## src/sv/ffmd_pkg.sv

```systemverilog
// Shared types and constants for the fixed-length frame marker deframer.
// No dependencies; imported by ffmd_cell and fixed_frame_marker_deframer.
`timescale 1ns / 1ps
`default_nettype none

package ffmd_pkg;

   localparam int FrameLengthDefault = 36;
   localparam int TailOffsetDefault  = 34;

   localparam int ByteW   = 8;
   localparam int PosW    = 6;
   localparam int TicksW  = 16;
   localparam int CsrIdxW = 3;
   localparam int CsrW    = 16;

   localparam logic [ByteW-1:0] SecondByteA = 8'h10;
   localparam logic [ByteW-1:0] SecondByteB = 8'h11;

   localparam logic [ByteW-1:0]  HeadMarkerReset  = 8'h02;
   localparam logic [ByteW-1:0]  TailHighReset    = 8'hAE;
   localparam logic [ByteW-1:0]  TailLowReset     = 8'h12;
   localparam logic [TicksW-1:0] TimeoutReset     = 16'd1000;
   localparam logic              TimeoutEnReset   = 1'b1;

   typedef enum logic [CsrIdxW-1:0] {
      REG_HEAD_MARKER      = 3'd0,
      REG_TAIL_MARKER_HIGH = 3'd1,
      REG_TAIL_MARKER_LOW  = 3'd2,
      REG_TIMEOUT_TICKS    = 3'd3,
      REG_TIMEOUT_ENABLE   = 3'd4
   } ffmd_reg_type;

   localparam logic KindByte = 1'b0;

   // Per-cycle command shared by every cell of the chain
   typedef struct packed {
      logic shift;   // a byte transaction moves the window one place
      logic load;    // copy the new window into the drain line
      logic pop;     // drain line moves one place toward the output
   } ffmd_cell_ctl_type;

   function automatic logic second_ok(input logic [ByteW-1:0] b);
      second_ok = (b == SecondByteA) || (b == SecondByteB);
   endfunction

endpackage

`default_nettype wire

```

## src/sv/ffmd_cell.sv

```systemverilog
// One cell of the deframer chain: a window byte and a drain byte.
// Depends on ffmd_pkg.
`timescale 1ns / 1ps
`default_nettype none

module ffmd_cell (
   input  wire                           clock,
   input  ffmd_pkg::ffmd_cell_ctl_type   ctl,
   input  wire [ffmd_pkg::ByteW-1:0]     win_from_next,
   input  wire [ffmd_pkg::ByteW-1:0]     drn_from_next,
   output logic [ffmd_pkg::ByteW-1:0]    win_q,
   output logic [ffmd_pkg::ByteW-1:0]    win_next,
   output logic [ffmd_pkg::ByteW-1:0]    drn_q
);
   import ffmd_pkg::*;

   logic [ByteW-1:0] win_ff, win_in;
   logic [ByteW-1:0] drn_ff, drn_in;

   always_comb begin
      win_in = ctl.shift ? win_from_next : win_ff;
      // a load takes the window as it stands after this cycle's shift
      if (ctl.load) begin
         drn_in = win_in;
      end else if (ctl.pop) begin
         drn_in = drn_from_next;
      end else begin
         drn_in = drn_ff;
      end
   end

   always_ff @(posedge clock) begin
      win_ff <= win_in;
      drn_ff <= drn_in;
   end

   assign win_q    = win_ff;
   assign win_next = win_in;
   assign drn_q    = drn_ff;

endmodule

`default_nettype wire

```

## src/sv/fixed_frame_marker_deframer.sv

```systemverilog
// Fixed-length frame deframer with head/tail markers: control, config, cell chain.
// Depends on ffmd_pkg and ffmd_cell.
`timescale 1ns / 1ps
`default_nettype none

// Takes one transaction per cycle unless stalled (a byte or a tick) and shifts
// bytes through a chain of FRAME_LENGTH cells. When the window is full and carries
// the head marker, a second byte of 0x10/0x11 and both tail markers, the whole
// window is copied at once into the drain line of the same cells, which then emits
// FRAME_LENGTH results at one per cycle unless rsp_stall holds them, while new
// bytes keep shifting in. The first result of a frame is valid in the cycle after
// its last byte is accepted. Input (bytes and ticks alike) is stalled only while
// the window holds FRAME_LENGTH-1 bytes and the previous frame is still draining,
// which happens only after the receiver has stalled that frame's output; the last
// result of a frame and the byte that completes the next one can be taken in the
// same cycle. There is no clearing pass after reset.
module fixed_frame_marker_deframer #(
   parameter int FRAME_LENGTH = ffmd_pkg::FrameLengthDefault,
   parameter int TAIL_OFFSET  = ffmd_pkg::TailOffsetDefault
) (
   input  wire                            clock,
   input  wire                            reset,
   input  wire                            req_valid,
   output logic                           req_stall,
   input  wire                            req_kind,
   input  wire  [ffmd_pkg::ByteW-1:0]     req_data_byte,
   output logic                           rsp_valid,
   input  wire                            rsp_stall,
   output logic [ffmd_pkg::ByteW-1:0]     rsp_frame_byte,
   output logic [ffmd_pkg::PosW-1:0]      rsp_byte_position,
   output logic                           rsp_frame_end,
   input  wire                            csr_write,
   input  wire  [ffmd_pkg::CsrIdxW-1:0]   csr_index,
   input  wire  [ffmd_pkg::CsrW-1:0]      csr_data
);
   import ffmd_pkg::*;

   localparam int  CntW     = $clog2(FRAME_LENGTH);
   localparam bit  TailFits = (TAIL_OFFSET + 1) < FRAME_LENGTH;
   localparam int  TailHi   = TailFits ? TAIL_OFFSET : 0;
   localparam int  TailLo   = TailFits ? TAIL_OFFSET + 1 : 0;
   localparam logic [CntW-1:0] LastIdx = CntW'(FRAME_LENGTH - 1);

   // configuration
   logic [ByteW-1:0]  head_ff, tail_hi_ff, tail_lo_ff;
   logic [TicksW-1:0] timeout_ff;
   logic              timeout_en_ff;

   always_ff @(posedge clock) begin
      if (reset) begin
         head_ff       <= HeadMarkerReset;
         tail_hi_ff    <= TailHighReset;
         tail_lo_ff    <= TailLowReset;
         timeout_ff    <= TimeoutReset;
         timeout_en_ff <= TimeoutEnReset;
      end else if (csr_write) begin
         case (csr_index)
            REG_HEAD_MARKER:      head_ff       <= csr_data[ByteW-1:0];
            REG_TAIL_MARKER_HIGH: tail_hi_ff    <= csr_data[ByteW-1:0];
            REG_TAIL_MARKER_LOW:  tail_lo_ff    <= csr_data[ByteW-1:0];
            REG_TIMEOUT_TICKS:    timeout_ff    <= csr_data[TicksW-1:0];
            REG_TIMEOUT_ENABLE:   timeout_en_ff <= csr_data[0];
            default: ;
         endcase
      end
   end

   // cell chain
   ffmd_cell_ctl_type ctl;
   logic [ByteW-1:0] win_q    [FRAME_LENGTH];
   logic [ByteW-1:0] win_next [FRAME_LENGTH];
   logic [ByteW-1:0] drn_q    [FRAME_LENGTH];

   for (genvar i = 0; i < FRAME_LENGTH; i++) begin : g_cell
      logic [ByteW-1:0] win_nb, drn_nb;
      if (i == FRAME_LENGTH - 1) begin : g_last
         assign win_nb = req_data_byte;
         assign drn_nb = '0;
      end else begin : g_mid
         assign win_nb = win_q[i+1];
         assign drn_nb = drn_q[i+1];
      end
      ffmd_cell u_cell (
         .clock         (clock),
         .ctl           (ctl),
         .win_from_next (win_nb),
         .drn_from_next (drn_nb),
         .win_q         (win_q[i]),
         .win_next      (win_next[i]),
         .drn_q         (drn_q[i])
      );
   end

   // control
   logic [CntW-1:0]   fill_ff, fill_in;
   logic              locked_ff, locked_in;
   logic [TicksW-1:0] idle_ff, idle_in;
   logic              busy_ff, busy_in;
   logic [CntW-1:0]   pos_ff, pos_in;

   logic req_take, byte_take, tick_take, rsp_take;
   logic timed_out, full, frame_ok;
   logic [CntW-1:0] fill_eff;
   logic locked_eff;

   // the drain hands over to the next frame in the cycle its last byte leaves
   assign req_stall = busy_ff && (fill_ff == LastIdx) && !(rsp_take && rsp_frame_end);
   assign req_take  = req_valid && !req_stall;
   assign byte_take = req_take && (req_kind == KindByte);
   assign tick_take = req_take && (req_kind != KindByte);
   assign rsp_take  = rsp_valid && !rsp_stall;

   assign frame_ok = TailFits
                     && (win_next[0] == head_ff)
                     && second_ok(win_next[1])
                     && (win_next[TailHi] == tail_hi_ff)
                     && (win_next[TailLo] == tail_lo_ff);

   always_comb begin
      timed_out  = timeout_en_ff && (idle_ff > timeout_ff);
      fill_eff   = timed_out ? '0 : fill_ff;
      locked_eff = timed_out ? 1'b0 : locked_ff;
      full       = (fill_eff == LastIdx);

      fill_in   = fill_ff;
      locked_in = locked_ff;
      idle_in   = idle_ff;
      ctl.shift = byte_take;
      ctl.load  = 1'b0;
      ctl.pop   = rsp_take;

      if (tick_take && (idle_ff != '1)) begin
         idle_in = idle_ff + 1'b1;
      end

      if (byte_take) begin
         idle_in = '0;
         if (!full) begin
            fill_in   = fill_eff + 1'b1;
            locked_in = locked_eff;
         end else if (frame_ok) begin
            fill_in   = '0;
            locked_in = 1'b1;
            ctl.load  = 1'b1;
         end else if (locked_eff) begin
            // locked: a bad block is dropped whole
            fill_in   = '0;
            locked_in = 1'b0;
         end else begin
            // hunting: oldest byte already shifted out, window stays nearly full
            fill_in   = LastIdx;
            locked_in = 1'b0;
         end
      end

      busy_in = busy_ff;
      pos_in  = pos_ff;
      if (ctl.load) begin
         busy_in = 1'b1;
         pos_in  = '0;
      end else if (rsp_take) begin
         if (pos_ff == LastIdx) begin
            busy_in = 1'b0;
            pos_in  = '0;
         end else begin
            pos_in = pos_ff + 1'b1;
         end
      end
   end

   always_ff @(posedge clock) begin
      if (reset) begin
         fill_ff   <= '0;
         locked_ff <= 1'b0;
         idle_ff   <= '0;
         busy_ff   <= 1'b0;
         pos_ff    <= '0;
      end else begin
         fill_ff   <= fill_in;
         locked_ff <= locked_in;
         idle_ff   <= idle_in;
         busy_ff   <= busy_in;
         pos_ff    <= pos_in;
      end
   end

   assign rsp_valid         = busy_ff;
   assign rsp_frame_byte    = drn_q[0];
   assign rsp_byte_position = PosW'(pos_ff);
   assign rsp_frame_end     = (pos_ff == LastIdx);

   // a new frame is never copied over one still draining
   a_no_load_while_busy: assert property (@(posedge clock) disable iff (reset)
      ctl.load |-> (!busy_ff || (rsp_take && rsp_frame_end)))
      else $error("frame load while drain busy");

   a_load_starts_frame: assert property (@(posedge clock) disable iff (reset)
      ctl.load |=> (rsp_valid && (rsp_byte_position == '0)))
      else $error("frame load did not start at position zero");

   a_end_closes_frame: assert property (@(posedge clock) disable iff (reset)
      (rsp_take && rsp_frame_end && !ctl.load) |=> !rsp_valid)
      else $error("drain continued past last byte");

   a_stall_only_on_full: assert property (@(posedge clock) disable iff (reset)
      req_stall |-> (busy_ff && (fill_ff == LastIdx)))
      else $error("input stalled without a pending frame");

endmodule

`default_nettype wire
```

## config.mk

```make
export PLATFORM = sky130hd
export DESIGN_NAME = fixed_frame_marker_deframer
export DESIGN_NICKNAME = d
export VERILOG_FILES = /design/src/sv/ffmd_pkg.sv /design/src/sv/ffmd_cell.sv /design/src/sv/fixed_frame_marker_deframer.sv
export SDC_FILE = /design/constraint.sdc
export NUM_CORES = 1
export LEC_CHECK = 0
export BUFFER_PORTS_ARGS = -buffer_cell sky130_fd_sc_hd__buf_4
export CAP_MARGIN = 20
export CORE_UTILIZATION = 35
export CTS_CLUSTER_SIZE = 16
export DETAILED_ROUTE_END_ITERATION = 10
export GPL_TIMING_DRIVEN = 0
export PLACE_DENSITY_LB_ADDON = 0.08
export SKIP_CTS_REPAIR_TIMING = 1
export SLEW_MARGIN = 25
export SYNTH_ARGS = -nofsm -noshare
export SYNTH_HDL_FRONTEND = slang
export SYNTH_SLANG_ARGS = --single-unit
```

## constraint.sdc

```tcl
create_clock -name clock -period 20.7 [get_ports clock]
set_input_delay 3.105 -clock clock [delete_from_list [all_inputs] [get_ports clock]]
set_output_delay 3.105 -clock clock [all_outputs]
set_load 0.02 [all_outputs]
```

Yosys cells after proc, flatten, opt, wreduce, memory -nomap -nowiden. Index checks and enable logic that the tools add are counted.

Equal/unequal tests: 13. Bitwise gates (word level): 1. $add $sub $neg: 3. Reductions and logical operators: 27. Mux-type cells: 121. Magnitude comparators: 1.

Operator list (count): $mux 8 (108); $mux 6 (5); $eq 8x8->1 (3); $eq 6x6->1 const B (3); $add 16x1->16 const B (1); $eq 8x5->1 const B (2); $gt 16x16->1 (1); $ne 16x16->1 const B (1); $add 6x1->6 const B (2); $logic_and 1x1->1 (12); $reduce_and 2->1 (6); $mux 1 (8); $eq 3x2->1 const B (2); $reduce_bool 2->1 (2); $reduce_or 2->1 (2); $eq 3x1->1 const B (1); $eq 3x3->1 const B (1); $logic_not 1->1 (3); $logic_not 3->1 (1); $logic_or 1x1->1 (1); $not 1->1 (1).

Flip-flop bits (word level): 647. Output and inout bits: 17. Input bits: 33.

Longest topological paths before layout. Gate-level depths: netlist of run 1.

Word-level depth: 19. Gate-level depth with buffers: 16. Mapped depth without buffers: 14.

Hierarchy. From an unflattened synthesis of run 1, not the netlist that was laid out.

Cell total of the unflattened synthesis: 1731. Area, all modules: 27697.8 sq um.

By module, submodules not included: ffmd_cell (instances 36, area each 663.1 sq um, seq. area each 400.4 sq um, cells each 35); fixed_frame_marker_deframer (instances 1, area each 3824.9 sq um, seq. area each 1421.4 sq um, cells each 471).

Worst setup path before layout of run 1. Ideal clock, no wire load.

Path type: input to register. Start point: input port req_valid. End point: register g_cell[0].u_cell.drn_ff[0], enable pin. Stages: 11. Path buffers: 3. Slack: 11.728 ns. Arrival: 8.441 ns. Data required time: 20.169 ns. Path through: nor2b_1 > buf_1 > o21ai_0 > a32o_1 > xor2_1 > nor3_1 > and4_1 > and3_1 > buf_2 > buf_2 > or2_2.

Elaborated cells on any way between the ends: 19. Classes of those cells: eq/ne (5); mux (7); reduce/logical (7).

RTL lines: from (decl) (line fixed_frame_marker_deframer.sv:23) `input wire req_valid,`; $logic_and 1x1->1 (line fixed_frame_marker_deframer.sv:108) `assign req_take = req_valid && !req_stall;`; $logic_and 1x1->1 (line fixed_frame_marker_deframer.sv:109) `assign byte_take = req_take && (req_kind == KindByte);`; $mux 8 (line ffmd_cell.sv:21) `win_in = ctl.shift ? win_from_next : win_ff;`; named net g_cell[0].u_cell.win_next, one bit (line ffmd_cell.sv:12) `output logic [ffmd_pkg::ByteW-1:0] win_next,`; $eq 8x8->1 (line fixed_frame_marker_deframer.sv:114) `&& (win_next[0] == head_ff)`; $logic_and 1x1->1 (line fixed_frame_marker_deframer.sv:115) `&& second_ok(win_next[1])`; $logic_and 1x1->1 (line fixed_frame_marker_deframer.sv:116) `&& (win_next[TailHi] == tail_hi_ff)`; $logic_and 1x1->1 (line fixed_frame_marker_deframer.sv:117) `&& (win_next[TailLo] == tail_lo_ff);`; $mux 1 (line fixed_frame_marker_deframer.sv:141) `end else if (frame_ok) begin`; $mux 1 (line fixed_frame_marker_deframer.sv:138) `if (!full) begin`; $mux 1 (line fixed_frame_marker_deframer.sv:136) `if (byte_take) begin`; $reduce_bool 2->1 (no source line); to (signal assigned) (line ffmd_cell.sv:34) `drn_ff <= drn_in;`; to (decl) (line ffmd_cell.sv:18) `logic [ByteW-1:0] drn_ff, drn_in;`.

The timed path passes the listed nets, and every way through them passes these cells. A chain may end at the register's enable or synchronous reset.

Final worst setup path of run 1.
Start point: input port req_kind. End point: register g_cell[17].u_cell.drn_ff[2], enable pin.

Elaborated cells on any way between the ends: 19. Classes of those cells: eq/ne (5); mux (7); bitwise (1); reduce/logical (6).

RTL lines: from (decl) (line fixed_frame_marker_deframer.sv:25) `input wire req_kind,`; $not 1->1 (line fixed_frame_marker_deframer.sv:109); $logic_and 1x1->1 (line fixed_frame_marker_deframer.sv:109); $mux 8 (line ffmd_cell.sv:21); named net g_cell[0].u_cell.win_next, one bit (line ffmd_cell.sv:12); $eq 8x8->1 (line fixed_frame_marker_deframer.sv:114); $logic_and 1x1->1 (line fixed_frame_marker_deframer.sv:115); $logic_and 1x1->1 (line fixed_frame_marker_deframer.sv:116); $logic_and 1x1->1 (line fixed_frame_marker_deframer.sv:117); $mux 1 (line fixed_frame_marker_deframer.sv:141); $mux 1 (line fixed_frame_marker_deframer.sv:138); $mux 1 (line fixed_frame_marker_deframer.sv:136); $reduce_bool 2->1 (no source line); to (signal assigned) (line ffmd_cell.sv:34); to (decl) (line ffmd_cell.sv:18).

The timed path passes the listed nets, and every way through them passes these cells.

==> run_results.csv, run 1 <==
group,metric,value,unit
outcome,status,"finished clean",
sta,hold_viol_final,0,
global_route,antenna_found_initial,0,
drt,dr.pass1.iters,7,
global_route,grt_first_pass_wirelength,88.6,mm
floorplanning,die_height,276,microns
place,place_ws,13.01,ns
sta,fin_skew,0.0226,ns
synthesis,synth_edf_count,288,
drt,dr.max_layer_used,"met4",
worst_setup_path,arrival,7.38,ns
finish,syn2layout_area_growth,15.9,%
power_and_ir_drop,finalPower,0.00281,W
synthesis,synth-seq-cells,647,
global_route,grt_use_total,14.7,%
sta,rsz0062_at_grt,"no",
floorplanning,coreArea,74300,sq um
synthesis,yosysWarnings,0,
synthesis,syn_area_per_cell,11.4,sq um
synthesis,syn_area,26300,sq um
finish,drive_gt1_share,19.3,%
finish,final_common_cell,"nand2_1",
sta,maxSlewHeadroom,43.3,%
floorplanning,num_io_pins,50,
floorplanning,die-width,276,microns
sta,setup_viol,0,
sta,timing.fmax,141,MHz
drt,num_vias,15900,
cts,cts_tree,"yes",
worst_setup_path,cpLargestDelayFamily,"buffers and inverters",
finish,nets,2493,
drt,wl,54.4,mm
worst_setup_path,crit_path_frequent_cell,"buf_16",
worst_setup_path,worstPathMaxFanout,45,
finish,final_cell_mix,"nand2_1 (898), dfxtp_1 (359), edfxtp_1 (288)",
power_and_ir_drop,power.density,92.3,nW/um^2
place,place_hpwl,36.3,mm
drt,drt_iter0_drc,960,
sta,min_period,7.11,ns
cts,root_buffer,"clkbuf_16",
drt,wl_met2,25.3,mm
worst_setup_path,worstSetupPathType,"primary input to flop",
sta,drv_slew,0,
synthesis,async_flop_share,0,%
cts,cts_buffers,74,
drt,via_per_inst,4.59,
cts,clkTransAtPathRegs,0.06,ns
drt,remaining_drc_errors,0,
global_route,grt_max_degree,46,
floorplanning,initial_core_util,35.3,%
drt,ant_nets,0,
worst_setup_path,end_kind,"flop",
synthesis,syn_inst,2310,
synthesis,syn_nets,2362,
synthesis,ys.flop_type,"dfxtp_1",
drt,wl_met3,1.74,mm
worst_setup_path,cp.required,20.97,ns
cts,clock_sinks,647,
sta,tightest_slew,0.841,ns
drt,routedLengthMet1,26.2,mm
worst_setup_path,path_cells,"buf_4 > nor2b_1 > buf_1 > o21ai_0 > a32o_1 > xor2_1 > nor3_1 > and4_1 > and3_1 > buf_2 > buf_2 > or2_4 > buf_16 > buf_16 > buf_16 > buf_16",
global_route,grt_pass1_vias,16100,
drt,wl_per_cell,15.7,microns
finish,diodes,0,
cts,cts.htree.levels,3,
synthesis,ys_types,59,
job,drv_cap,0,
synthesis,synth-seq-area-share,60.3,%
worst_setup_path,worst_setup_path_start_kind,"primary input",
sta,finalCritPeriodShare,34.3,%
finish,final_util,40.9,%
sta,worst_slack,13.59,ns
power_and_ir_drop,vdd_drop_max,0.0492,mV
worst_hold_path,hp-class,"flop to flop",
place,port_buffers,48,
floorplanning,dieArea,76100,sq um
worst_setup_path,slowest_delay,0.55,ns
place,place_congestion,0.846,
floorplanning,rows,100,
worst_setup_path,slowest_stage,"buf_1",
power_and_ir_drop,p_leak,12.1,nW
sta,setup_tns,0,ns
sta,fin_hold_ws,0.437,ns
cts,clk_latency,0.61,ns
cts,clockBufferDepth,3,
global_route,gr-total-overflow,0,
worst_setup_path,crit_buf_inv,8,
==> synthesized netlist by cell type, types with 4 or more instances <==
cell type / instances / share of area (%)
a211o_1: 6 / 0.20
nor2_1: 32 / 0.46
a21oi_1: 57 / 1.1
and3_1: 5 / 0.12
mux2i_1: 6 / 0.23
or3_1: 6 / 0.14
buf_1: 5 / 0.071
dfxtp_1: 359 / 27
nor2b_1: 8 / 0.19
edfxtp_1: 288 / 33
nand2b_1: 10 / 0.24
buf_6: 27 / 1.2
nand2_1: 898 / 13
o22ai_1: 4 / 0.095
xor2_1: 16 / 0.53
and4_1: 6 / 0.20
and2_1: 9 / 0.21
nor3_1: 12 / 0.23
nand4_1: 14 / 0.33
a21o_1: 4 / 0.11
mux2_4: 241 / 14
or2_2: 4 / 0.095
nand3_1: 21 / 0.40
mux2_2: 34 / 1.5
nor4_1: 6 / 0.14
xnor2_1: 23 / 0.77
ha_1: 19 / 0.91
clkbuf_1: 76 / 1.1
nand3b_1: 10 / 0.29
inv_1: 39 / 0.56
o21ai_0: 27 / 0.51
==> state kept, by name, indices dropped and copies added, names as in the netlist <==
register,flops
fill_ff,6
timeout_en_ff,1
timeout_ff,16
g_cell.u_cell.win_q,288
g_cell.u_cell.drn_q,288
tail_lo_ff,8
locked_ff,1
idle_ff,16
rsp_byte_position,6
tail_hi_ff,8
rsp_valid,1
head_ff,8
==> worst paths after layout <==
kind / start / endpoint / slack [ns] / cells after the start
setup / recovery: req_kind / g_cell[17].u_cell.drn_q[2] / 13.59 / 16
hold / removal: g_cell[15].u_cell.win_q[4] / g_cell[14].u_cell.win_q[4] / 0.44 / 2
setup reg to reg: rsp_byte_position[2] / g_cell[17].u_cell.drn_q[2] / 15.33 / 15
hold reg to reg: g_cell[15].u_cell.win_q[4] / g_cell[14].u_cell.win_q[4] / 0.44 / 2
==> power breakdown <==
group | total (W) | internal (W) | leakage, nW | switching, W
clock | 0.00128 | 0.000763 | 1.17 | 0.000519
combinational | 0.000103 | 0.0000391 | 6.38 | 0.0000644
sequential | 0.00142 | 0.00138 | 4.53 | 0.0000433
==> metrics by stage <==
stage,instance area (sq um),cells
floorplan,26300,2310
global placement,27800,3327
detailed placement,28000,3334
CTS,30400,3472
global route,30400,3472
finish,30400,3472
==> metal layers <==
metal,global-route usage [%],up-vias
met1,20.0,7536
met4,4.71,0
met2,23.6,255
met5,0,-
li1,-,8061
met3,2.44,82
==> tightest hold or removal path, stage by stage (launching register included) <==
cell and delay [ns]:
dfxtp_1 0.32, nand2_1 0.05, nand2_1 0.04
==> cells by family after synthesis <==
| kind of cell | Yosys count | share of synthesized area, % |
|---|---|---|
| multiplexers | 282 | 15.5 |
| AO/OA/AOI/OAI | 118 | 2.72 |
| AND/OR/NAND/NOR | 1052 | 16.3 |
| XOR/XNOR | 39 | 1.30 |
| flip-flops | 647 | 60.3 |
| adder cells (fa/ha/maj) | 19 | 0.905 |
| buffers and inverters | 153 | 3.00 |
==> final cells by class <==
class	count	area [sq um]
clock inverters	21	223
repair buffers	55	553
multi-input cells	1510	9650
plain buffers	113	638
well taps	969	1210
flip-flops and latches	647	15800
inverters	40	150
clock buffers	117	2180
fillers	7220	43900
Note: power is estimated with default switching activity, not from simulation.
==> run 2, diff against run 1 <==
clock period = 6.2 ns   (was 20.7 ns; I/O delays follow)
==> run_results.csv, run 2 (synthesized netlist as in run 1, its figures left out) <==
group,metric,value,unit
place,place_congestion,0.852,
cts,cts_tree,"yes",
sta,rsz0062_at_grt,"no",
sta,fin_hold_ws,0.441,ns
cts,cts.htree.levels,3,
global_route,grt_first_pass_wirelength,89.6,mm
cts,cts_buffers,74,
sta,hold_viol_final,0,
outcome,status,"finished clean",
power_and_ir_drop,power.density,307,nW/um^2
floorplanning,dieArea,76100,sq um
finish,num-fill-cells,7189,
worst_setup_path,cp.required,6.49,ns
cts,clk_latency,0.62,ns
cts,clockBufferDepth,3,
finish,finalInstanceArea,30400,sq um
drt,drt_iter0_drc,840,
floorplanning,num_io_pins,50,
worst_setup_path,cpLargestDelayFamily,"buffers and inverters",
finish,syn2layout_area_growth,15.7,%
cts,clock_sinks,647,
sta,finalCritPeriodShare,91.1,%
worst_setup_path,worstPathMaxFanout,42,
place,place_ws,0.0765,ns
place,port_buffers,48,
cts,clkTransAtPathRegs,0.06,ns
worst_setup_path,crit_path_frequent_cell,"buf_12",
global_route,gr-total-overflow,0,
place,placed_cell_area,28000,sq um
worst_setup_path,arrival,5.94,ns
sta,setup_viol,0,
floorplanning,die-width,276,microns
floorplanning,initial_core_util,35.3,%
worst_setup_path,worstSetupPathType,"flop to flop",
worst_setup_path,end_kind,"flop",
worst_setup_path,crit_buf_inv,8,
finish,drive_gt1_share,19.3,%
finish,nets,2493,
sta,tightest_slew,0.840,ns
drt,num_vias,15900,
sta,worst_slack,0.552,ns
drt,wl,54.4,mm
drt,dr.pass1.iters,5,
cts,root_buffer,"clkbuf_16",
finish,final_common_cell,"nand2_1",
drt,remaining_drc_errors,0,
place,place_hpwl,36.3,mm
power_and_ir_drop,p_leak,12.1,nW
global_route,antenna_found_initial,1,
worst_hold_path,hp-class,"flop to flop",
sta,fin_skew,0.0232,ns
floorplanning,die_height,276,microns
drt,via_per_inst,4.58,
global_route,grt_max_degree,44,
sta,timing.fmax,177,MHz
finish,final_cell_mix,"nand2_1 (898), dfxtp_1 (359), edfxtp_1 (288)",
worst_setup_path,slowest_stage,"or4b_1",
job,drv_cap,0,
sta,maxSlewHeadroom,43.4,%
global_route,grt_use_total,14.8,%
power_and_ir_drop,vdd_drop_max,0.181,mV
worst_setup_path,slowest_delay,0.54,ns
worst_setup_path,worst_setup_path_start_kind,"flop",
floorplanning,rows,100,
finish,diodes,0,
drt,wl_per_cell,15.7,microns
worst_setup_path,path_cells,"or4b_1 > a311o_1 > inv_2 > nor2_2 > o21ai_0 > xor2_1 > nor3_2 > and3_1 > buf_2 > buf_2 > or2_4 > buf_12 > buf_16 > buf_12 > buf_16 > buf_12",
drt,ant_nets,0,
floorplanning,coreArea,74300,sq um
global_route,grt_pass1_vias,16400,
sta,drv_slew,0,
sta,min_period,5.65,ns
==> run 2: cell types whose count changed in the layout (fill, tap and decap cells not counted), moves of 2 or more <==
cell      delta
buf_16       -3
clkinv_1     +5
inv_6        -2
buf_12       +3
clkinv_2     +2
clkbuf_1     -5
==> run 2: metrics by stage <==
stage,utilization [%],std cells,setup TNS (ns),total power (W)
2_1_floorplan,-,2310,0,0.00505
3_3_place_gp,37.5,3327,-443.79,0.00518
3_5_place_dp,37.7,3334,0,0.00520
4_1_cts,40.9,3471,0,0.00949
5_1_grt,40.9,3471,0,0.00973
6_report,40.9,3471,0,0.00931
==> run 2: worst reg2reg max path, stage by stage, from the launching register on <==
cell	delay [ns]
dfxtp_1	0.36
or4b_1	0.54
a311o_1	0.41
inv_2	0.18
nor2_2	0.13
o21ai_0	0.54
xor2_1	0.26
nor3_2	0.36
and3_1	0.21
buf_2	0.15
buf_2	0.30
or2_4	0.45
buf_12	0.27
buf_16	0.27
buf_12	0.30
buf_16	0.29
buf_12	0.28
==> run 2: cell type report <==
class | instances | area, sq um | share of cell area [%]
Timing Repair Buffer | 55 | 531 | 1.75
Inverter | 40 | 150 | 0.494
Sequential cell | 647 | 15800 | 52.1
Tap cell | 969 | 1210 | 3.99
Clock buffer | 111 | 2140 | 7.05
Clock inverter | 26 | 219 | 0.721
Multi-Input combinational cell | 1510 | 9650 | 31.8
Buffer | 113 | 638 | 2.10
==> run 2: power by group <==
part / switching, W / leakage, nW / internal, W
Clock: 0.00173 / 1.15 / 0.00248
Sequential: 0.000144 / 4.53 / 0.00461
Combinational: 0.000213 / 6.38 / 0.000131
Total: 0.00209 / 12.1 / 0.00722
==> run 2: worst paths after layout <==
kind | startpoint | endpoint | slack [ns] | cells past startpoint
max | fill_ff[3] | g_cell[23].u_cell.drn_q[2] | 0.55 | 16
min | g_cell[31].u_cell.win_q[6] | g_cell[30].u_cell.win_q[6] | 0.44 | 2
max reg2reg | fill_ff[3] | g_cell[23].u_cell.drn_q[2] | 0.55 | 16
min reg2reg | g_cell[31].u_cell.win_q[6] | g_cell[30].u_cell.win_q[6] | 0.44 | 2
==> run 2: metal layers <==
layer / wire length (microns) / GRT usage (%) / vias to the layer above
met1: 26300 / 19.9 / 7534
met2: 24800 / 23.8 / 220
met4: 1430 / 5.26 / 2
li1: - / - / 8056
met3: 1910 / 2.73 / 98
met5: 13 / 0 / -
==> run 3, diff against run 2 <==
--- a/config.mk
+++ b/config.mk
@@ -7,5 +7,4 @@
 export LEC_CHECK = 0
 export BUFFER_PORTS_ARGS = -buffer_cell sky130_fd_sc_hd__buf_4
-export CAP_MARGIN = 20
 export CORE_UTILIZATION = 35
 export CTS_CLUSTER_SIZE = 16
==> constraint.sdc (replaced) <==
create_clock -name clock -period 5 [get_ports clock]
set_input_delay 0.25 -clock clock [delete_from_list [all_inputs] [get_ports clock]]
set_output_delay 0.25 -clock clock [all_outputs]
set_load 0.02 [all_outputs]
==> run_results.csv, run 3 (synthesized netlist as in run 1, its figures left out) <==
group,metric,value,unit
outcome,status,"finished clean",
global_route,grt_use_total,14.7,%
worst_setup_path,worst_setup_path_start_kind,"flop",
power_and_ir_drop,switchingPower,0.00260,W
worst_hold_path,hp-class,"primary input to flop",
cts,cts_tree,"yes",
place,port_buffers,48,
sta,drv_slew,0,
power_and_ir_drop,vdd_drop_max,0.226,mV
cts,cts.htree.levels,3,
floorplanning,rows,100,
finish,drive_gt1_share,19.6,%
cts,clockBufferDepth,3,
worst_setup_path,worstPathMaxFanout,45,
floorplanning,initial_core_util,35.3,%
sta,min_period,4.56,ns
finish,final_cell_mix,"nand2_1 (897), dfxtp_1 (357), edfxtp_1 (288)",
worst_setup_path,end_kind,"flop",
floorplanning,coreArea,74300,sq um
place,place_hpwl,36.3,mm
drt,drt_iter0_drc,837,
power_and_ir_drop,pwr-share-clk,45.1,%
power_and_ir_drop,p_leak,12.2,nW
place,place_inst,3334,
power_and_ir_drop,p_sw_share,22.6,%
worst_setup_path,arrival,4.84,ns
drt,dr.pass1.iters,5,
global_route,grt_pass1_vias,16100,
sta,worst_slack,0.441,ns
sta,finalCritPeriodShare,91.2,%
sta,tightest_slew,0.754,ns
sta,timing.fmax,219,MHz
drt,ant_nets,0,
cts,root_buffer,"clkbuf_16",
drt,wl_per_cell,15.7,microns
finish,diodes,0,
job,drv_cap,0,
cts,clk_latency,0.62,ns
power_and_ir_drop,seq_power_share,51.0,%
cts,clock_sinks,647,
sta,fin_skew,0.0277,ns
floorplanning,die-width,276,microns
global_route,grt_max_degree,46,
worst_setup_path,ff2ff_path_depth,14,
worst_setup_path,worstSetupPathType,"flop to flop",
cts,cts_buffers,73,
worst_setup_path,cp.required,5.28,ns
finish,final_common_cell,"nand2_1",
power_and_ir_drop,power.density,377,nW/um^2
sta,setup_viol,0,
place,place_ws,-0.0379,ns
floorplanning,dieArea,76100,sq um
finish,nets,2518,
worst_setup_path,reg2reg_slack,0.44,ns
drt,wl,54.9,mm
floorplanning,die_height,276,microns
sta,rsz0062_at_grt,"no",
finish,fin_cells,3494,
sta,hold_viol_final,0,
cts,clkTransAtPathRegs,0.06,ns
global_route,grt_first_pass_wirelength,88.8,mm
global_route,gr-total-overflow,0,
global_route,antenna_found_initial,0,
floorplanning,num_io_pins,50,
drt,remaining_drc_errors,0,
finish,syn2layout_area_growth,16.7,%
drt,via_per_inst,4.60,
worst_hold_path,hold_depth,4,
power_and_ir_drop,internal-power,0.00894,W
finish,num-fill-cells,7198,
power_and_ir_drop,combPwrFrac,3.8,%
place,place_congestion,0.844,
drt,num_vias,16100,
sta,maxSlewHeadroom,49.2,%
run 3: cell count changes in the layout (fill, tap and decap cells not counted), sizes merged:
cell and change:
buf +2, bufinv -1, clkbuf +2, clkinv -6, clkinvlp -2, dlygate4sd3 +23
inv +4, or2 +1
run 3: final cells by class:
type	count	area (sq um)	share of cell area, %
multi-input cells	1511	9690	31.6
flip-flops and latches	647	15800	51.7
plain buffers	113	652	2.13
clock buffers	113	2170	7.07
clock inverters	21	174	0.567
well taps	969	1210	3.96
repair buffers	80	768	2.51
inverters	40	150	0.490
run 3: path summary, 6_finish.rpt:
check | to | startpoint
worst min register to register | g_cell[30].u_cell.win_q[1] | g_cell[31].u_cell.win_q[1]
worst max register to register | g_cell[31].u_cell.drn_q[2] | fill_ff[4]
worst max-delay path | g_cell[31].u_cell.drn_q[2] | fill_ff[4]
worst min-delay path | timeout_en_ff | csr_index[2]
run 3: critical path: stages, from the launching register on:
cell and delay [ns]:
dfxtp_2 0.35, or4b_1 0.55, a311o_1 0.36, buf_6 0.19, a32o_1 0.33, xor2_1 0.22, nor3_1 0.28, and4_1 0.36
and3_1 0.22, buf_6 0.13, buf_6 0.18, or2_4 0.19, buf_16 0.23, buf_16 0.28, buf_16 0.28
run 3: power groups by stage:
stage	combinational [W]	clock [W]	sequential, W
6_report	0.000443	0.00521	0.00589
5_1_grt	0.000517	0.00559	0.00593
4_1_cts	0.000439	0.00540	0.00590
3_5_place_dp	0.000436	0	0.00601
3_3_place_gp	0.000429	0	0.00600
2_1_floorplan	0.000308	0	0.00595
run 3: stage by stage:
stage | power, W | utilization (%) | TNS [ns] | hold WS, ns | instance area (sq um)
after floorplan | 0.00626 | - | -24.23 | 0.367 | 26300
after global placement | 0.00643 | 37.5 | -616.83 | 0.442 | 27900
after detailed placement | 0.00645 | 37.8 | -1.55 | 0.444 | 28100
after CTS | 0.0117 | 40.9 | -1.40 | -0.183 | 30400
after global routing | 0.0120 | 41.2 | 0 | 0.00686 | 30700
final | 0.0115 | 41.2 | 0 | 0.00385 | 30700
run 3: routing by layer:
layer,vias to the layer above,routed length (microns),track usage (%)
li1,8096,-,-
met1,7679,26500,20.0
met2,191,25300,23.5
met3,97,1660,2.83
met4,0,1410,4.53
met5,-,0,0
